==> config.mk <==
export PLATFORM = sky130hd
export DESIGN_NAME = sgd_isqrt
export DESIGN_NICKNAME = d
export VERILOG_FILES = /design/src/hdl/sobel_gradient_direction_core_assert.svh /design/src/hdl/sgd_pkg.sv /design/src/hdl/sgd_isqrt.sv
export SDC_FILE = /design/constraint.sdc
export NUM_CORES = 1
export LEC_CHECK = 0
export ABC_AREA = 1
export BUFFER_PORTS_ARGS = -buffer_cell sky130_fd_sc_hd__buf_2
export CORE_ASPECT_RATIO = 1.4
export CORE_MARGIN = 2
export CORE_UTILIZATION = 60
export DETAILED_ROUTE_END_ITERATION = 8
export GPL_TIMING_DRIVEN = 1
export PLACE_DENSITY = 0.83
export SLEW_MARGIN = 10
export SYNTH_ARGS = -nofsm -noshare
export SYNTH_HDL_FRONTEND = slang
export SYNTH_SLANG_ARGS = --single-unit
==> constraint.sdc <==
create_clock -name clk_i -period 7.9 [get_ports clk_i]
set_input_delay 0.79 -clock clk_i [delete_from_list [all_inputs] [get_ports clk_i]]
set_output_delay 0.79 -clock clk_i [all_outputs]
set_load 0.03 [all_outputs]
==> src/hdl/sobel_gradient_direction_core_assert.svh <==
// Assertion macros shared by the Sobel gradient direction RTL
`ifndef SOBEL_GRADIENT_DIRECTION_CORE_ASSERT_SVH
`define SOBEL_GRADIENT_DIRECTION_CORE_ASSERT_SVH

// same-cycle implication, disabled during reset
`define SGD_ASSERT_NOW(lbl, ante, cons, msg) \
  lbl: assert property (@(posedge clk_i) disable iff (!rst_ni) (ante) |-> (cons)) \
    else $error(msg);

// next-cycle implication, disabled during reset
`define SGD_ASSERT_NEXT(lbl, ante, cons, msg) \
  lbl: assert property (@(posedge clk_i) disable iff (!rst_ni) (ante) |=> (cons)) \
    else $error(msg);

`endif

==> src/hdl/sgd_pkg.sv <==
// Types and constants for the Sobel gradient direction core
package sgd_pkg;

  // register map
  localparam logic REG_LINE_WIDTH   = 1'b0;
  localparam logic REG_FRAME_HEIGHT = 1'b1;

  localparam int LW_W   = 11;
  localparam int FH_W   = 13;
  localparam int CFG_W  = 13;
  localparam logic [LW_W-1:0] LW_RST = 11'd1024;
  localparam logic [FH_W-1:0] FH_RST = 13'd1024;

  // payload widths
  localparam int PIX_W  = 8;
  localparam int MAG_W  = 11;
  localparam int ROW_W  = 12;
  localparam int COL_W  = 10;
  localparam int GRAD_W = 11;   // signed gx, gy
  localparam int ABS_W  = 10;   // |gx|, |gy| up to 1020
  localparam int SQ_W   = 20;   // one square
  localparam int SUM_W  = 21;   // gx^2 + gy^2
  localparam int OUT_W  = 48;

  typedef enum logic [1:0] {
    DIR_EAST      = 2'd0,
    DIR_NORTHEAST = 2'd1,
    DIR_NORTH     = 2'd2,
    DIR_NORTHWEST = 2'd3
  } dir_e;

  typedef enum logic [4:0] {
    S_IDLE  = 5'b00001,
    S_FETCH = 5'b00010,
    S_MUL   = 5'b00100,
    S_ROOT  = 5'b01000,
    S_HOLD  = 5'b10000
  } state_e;

endpackage

==> src/hdl/sgd_isqrt.sv <==
// Iterative integer square root, one result bit per cycle
module sgd_isqrt
  import sgd_pkg::*;
(
  input  logic             clk_i,
  input  logic             rst_ni,
  input  logic             start_i,
  input  logic [SUM_W-1:0] operand_i,
  output logic             done_o,
  output logic [MAG_W-1:0] root_o
);

  logic [SUM_W:0]   rem_q, rem_d, res_q, res_d, bit_q, bit_d, trial;
  logic             busy_q, busy_d, done_q, done_d;

  // digit-by-digit recurrence on bit pairs
  always_comb begin
    rem_d  = rem_q;
    res_d  = res_q;
    bit_d  = bit_q;
    busy_d = busy_q;
    done_d = 1'b0;
    trial  = res_q + bit_q;
    if (start_i) begin
      rem_d  = {1'b0, operand_i};
      res_d  = '0;
      bit_d  = (SUM_W+1)'(1) << (SUM_W - 1);
      busy_d = 1'b1;
    end else if (busy_q) begin
      if (rem_q >= trial) begin
        rem_d = rem_q - trial;
        res_d = (res_q >> 1) + bit_q;
      end else begin
        res_d = res_q >> 1;
      end
      bit_d = bit_q >> 2;
      if (bit_q[0]) begin
        busy_d = 1'b0;
        done_d = 1'b1;
      end
    end
  end

  always_ff @(posedge clk_i or negedge rst_ni) begin
    if (!rst_ni) begin
      busy_q <= 1'b0;
      done_q <= 1'b0;
    end else begin
      busy_q <= busy_d;
      done_q <= done_d;
    end
  end

  always_ff @(posedge clk_i) begin
    rem_q <= rem_d;
    res_q <= res_d;
    bit_q <= bit_d;
  end

  assign done_o = done_q;
  assign root_o = res_q[MAG_W-1:0];

endmodule

==> reports/metrics.cfg <==
[outcome]
status=finished, final reports clean

[grt]
gr-total-overflow=0
antenna_found_initial=0
grt_pass1_vias=5648
grt_first_pass_wirelength_mm=27.89
grt_use_total=0.3550
grt_max_degree=36

[floorplan]
die-area_um2=10130
start_util=0.6201
io_pins=36
std_cell_rows=41
die_y_um=118.3
coreArea_um2=9029
die-width_um=85.65

[synth]
ys.flop_type=dfxtp_1
synth_enable_flop_cells=21
postSynthAreaPerCell_um2=6.298
netlist.top_cell.by_area=nand2_1
seq_area_frac_synth=0.2431
synth_common_cells=295 x nand2_1, 92 x inv_1, 89 x nand3_1, 75 x nor2_1, 46 x ha_1
synth_top_area_frac=0.1978
ys_top_cells_by_area=nand2_1 20%, dfxtp_1 12%, edfxtp_1 11%, ha_1 10%, nand3_1 8.0%
syn_nets=960
async_flop_share=0.03509
ys_seq_elements=57
synth_most_common_cell=nand2_1
ys_types=45
syn_inst=889
yosys_warnings=0
syn_area_um2=5599

[timing]
setup_viol=0
worst_slack_ns=3.239
slew_viol_final=0
fin_worst_skew_ns=0.006622
holdWs_ns=0.2272
fin_setup_tns_ns=0
rsz0062_at_grt=no
maxSlewHeadroom=0.1917
hold_viol_final=0
fmax_mhz=214.5
fin_crit_ns=4.661
post-route-period-util=0.5900
tightest_slew_ns=1.208

[flow_run]
maxCapViolCount=0

[drt]
vias=5873
wl_per_cell_um=17.30
firstDrtPassIters=6
drc_errors=0
drt_iter0_drc=346
via_per_inst=5.769
antenna_left=0
drt_wl_total_mm=17.61

[cts]
cts_hold_buf=0
cts.clk_slew.worst_paths_ns=0.06
cts-root-buf=clkbuf_16
cts_buffer_depth=2
cts_setup_buffers=0
cts_buffers=9
htree_levels=3
cts_tree=built
post_cts_resized=0
clk_latency_ns=0.34
cts.sinks=57

[setup_path]
path_class=reg2reg
cp_max_fo=28
cp.arrival_ns=4.51
cp-start-kind=flop
crit_required_ns=7.75
endpoint_kind=flop
worst-r2r-setup-slack_ns=3.24

[cells_and_area]
antenna_cells=0
layout-drive-gt1-share=0.07794
area_growth_pct=8.000
fin_nets=977

[place]
io_buffers=35
routabilityCongestion=1.026
dp_hpwl_mm=13.94
pre_cts_ws_ns=3.289

[power_and_ir_drop]
combinationalPowerShare=0.613
leakage_nw=2.929
power_frac_seq=0.219
power_switching_w=0.001229
swShare=0.5108
clockPowerShare=0.167
vdd_ir_drop_max_v=0.0002468
power.internal_w=0.001177
cellPowerDensity_nw_per_um2=398.0
totalPowerFinal_w=0.002407

[worst_hold_path]
hp-class=in2async

-- sequential cells by signal, indices dropped and copies added (netlist names) --
signal and cells:
rem_q 22, res_q 22, bit_q 11, busy_q 1, done_o 1
-- cell type report --
cell class / instances / area (um2)
sequential: 57 / 1361
fill: 867 / 2982
tap: 107 / 133.9
clock buffer: 10 / 239.0
clock inverter: 6 / 66.31
multi-input combinational: 706 / 3700
timing repair buffer: 37 / 190.2
inverter: 95 / 356.6
-- logic make-up (layout without fill, tap and decap cells) --
kind of cell | count (synthesis) | count (layout) | synth area share
AND/OR/NAND/NOR | 518 | 518 | 0.3998
buffers and inverters | 126 | 148 | 0.09609
AO/OA/AOI/OAI | 113 | 113 | 0.1108
flip-flops | 57 | 57 | 0.2431
adder cells (fa/ha/maj) | 47 | 47 | 0.1064
XOR/XNOR | 28 | 28 | 0.04380
-- layer usage --
| layer | global-route usage | wire length [um] | vias up |
|---|---|---|---|
| met2 | 0.6436 | 9046 | 216 |
| met4 | 0.2163 | 1179 | 0 |
| li1 | - | - | 2953 |
| met5 | 0 | 0 | - |
| met1 | 0.3845 | 6606 | 2626 |
| met3 | 0.03911 | 780 | 78 |
-- worst paths after layout --
kind	depth (start not counted)	endpoint	from
max	22	rem_q[16]$_DFFE_PP_	bit_q[0]$_SDFFE_PP0P_
min	1	busy_q$_DFF_PN0_	rst_ni
max reg2reg	22	rem_q[16]$_DFFE_PP_	bit_q[0]$_SDFFE_PP0P_
min reg2reg	2	res_q[0]$_SDFFE_PP0P_	res_q[0]$_SDFFE_PP0P_
min in group clk_i	2	res_q[0]$_SDFFE_PP0P_	res_q[0]$_SDFFE_PP0P_
max in group asynchronous	1	done_o$_DFF_PN0_	rst_ni
-- critical path, stage by stage, from the launching register on --
cell	delay, ns
dfxtp_1	0.49
ha_1	0.23
ha_1	0.24
nand2_1	0.09
nand2_1	0.06
nand2_1	0.04
a21oi_1	0.31
nand3_1	0.12
nand2_1	0.12
nand4_1	0.14
nand3b_1	0.12
nand2_1	0.07
ha_1	0.35
nand2_2	0.15
inv_1	0.05
nand2_1	0.09
nand2_1	0.06
nand2_1	0.07
nand2_1	0.08
nor2_4	0.28
nand2_8	0.19
nand2_2	0.18
nand2_1	0.62
-- placed cells by master (no fill, tap or decap), types with 3 or more instances in the layout --
cell / n
edfxtp_1: 21
inv_1: 92
xnor2_1: 12
clkbuf_16: 9
o21ai_1: 10
nand4_1: 16
nand3b_1: 12
and2_1: 4
o21bai_1: 8
a21o_1: 3
nand3_1: 89
nand2_1: 295
xor2_1: 16
o21ai_0: 40
dfxtp_1: 34
a21oi_1: 41
nor3_1: 9
ha_1: 46
nor2_1: 75
or2_2: 5
buf_2: 35
nand2_2: 4
-- stage by stage --
step,utilization,instance area [um2],cells
6_report,0.6698,6047,1018
5_1_grt,0.6698,6047,1018
4_1_cts,0.6698,6047,1018
3_5_place_dp,0.6359,5742,1002
3_3_place_gp,0.6359,5742,1002
2_1_floorplan,-,5599,889
-- power by group through the flow --
stage          clock network [W]  logic [W]  registers [W]
2_1_floorplan                  0    0.00115       0.000487
3_3_place_gp                   0    0.00145       0.000531
3_5_place_dp                   0    0.00145       0.000532
4_1_cts                 0.000404    0.00146       0.000526
5_1_grt                 0.000415    0.00165       0.000538
6_report                0.000403    0.00148       0.000528
No activity file was read; power rests on OpenSTA's default activity.
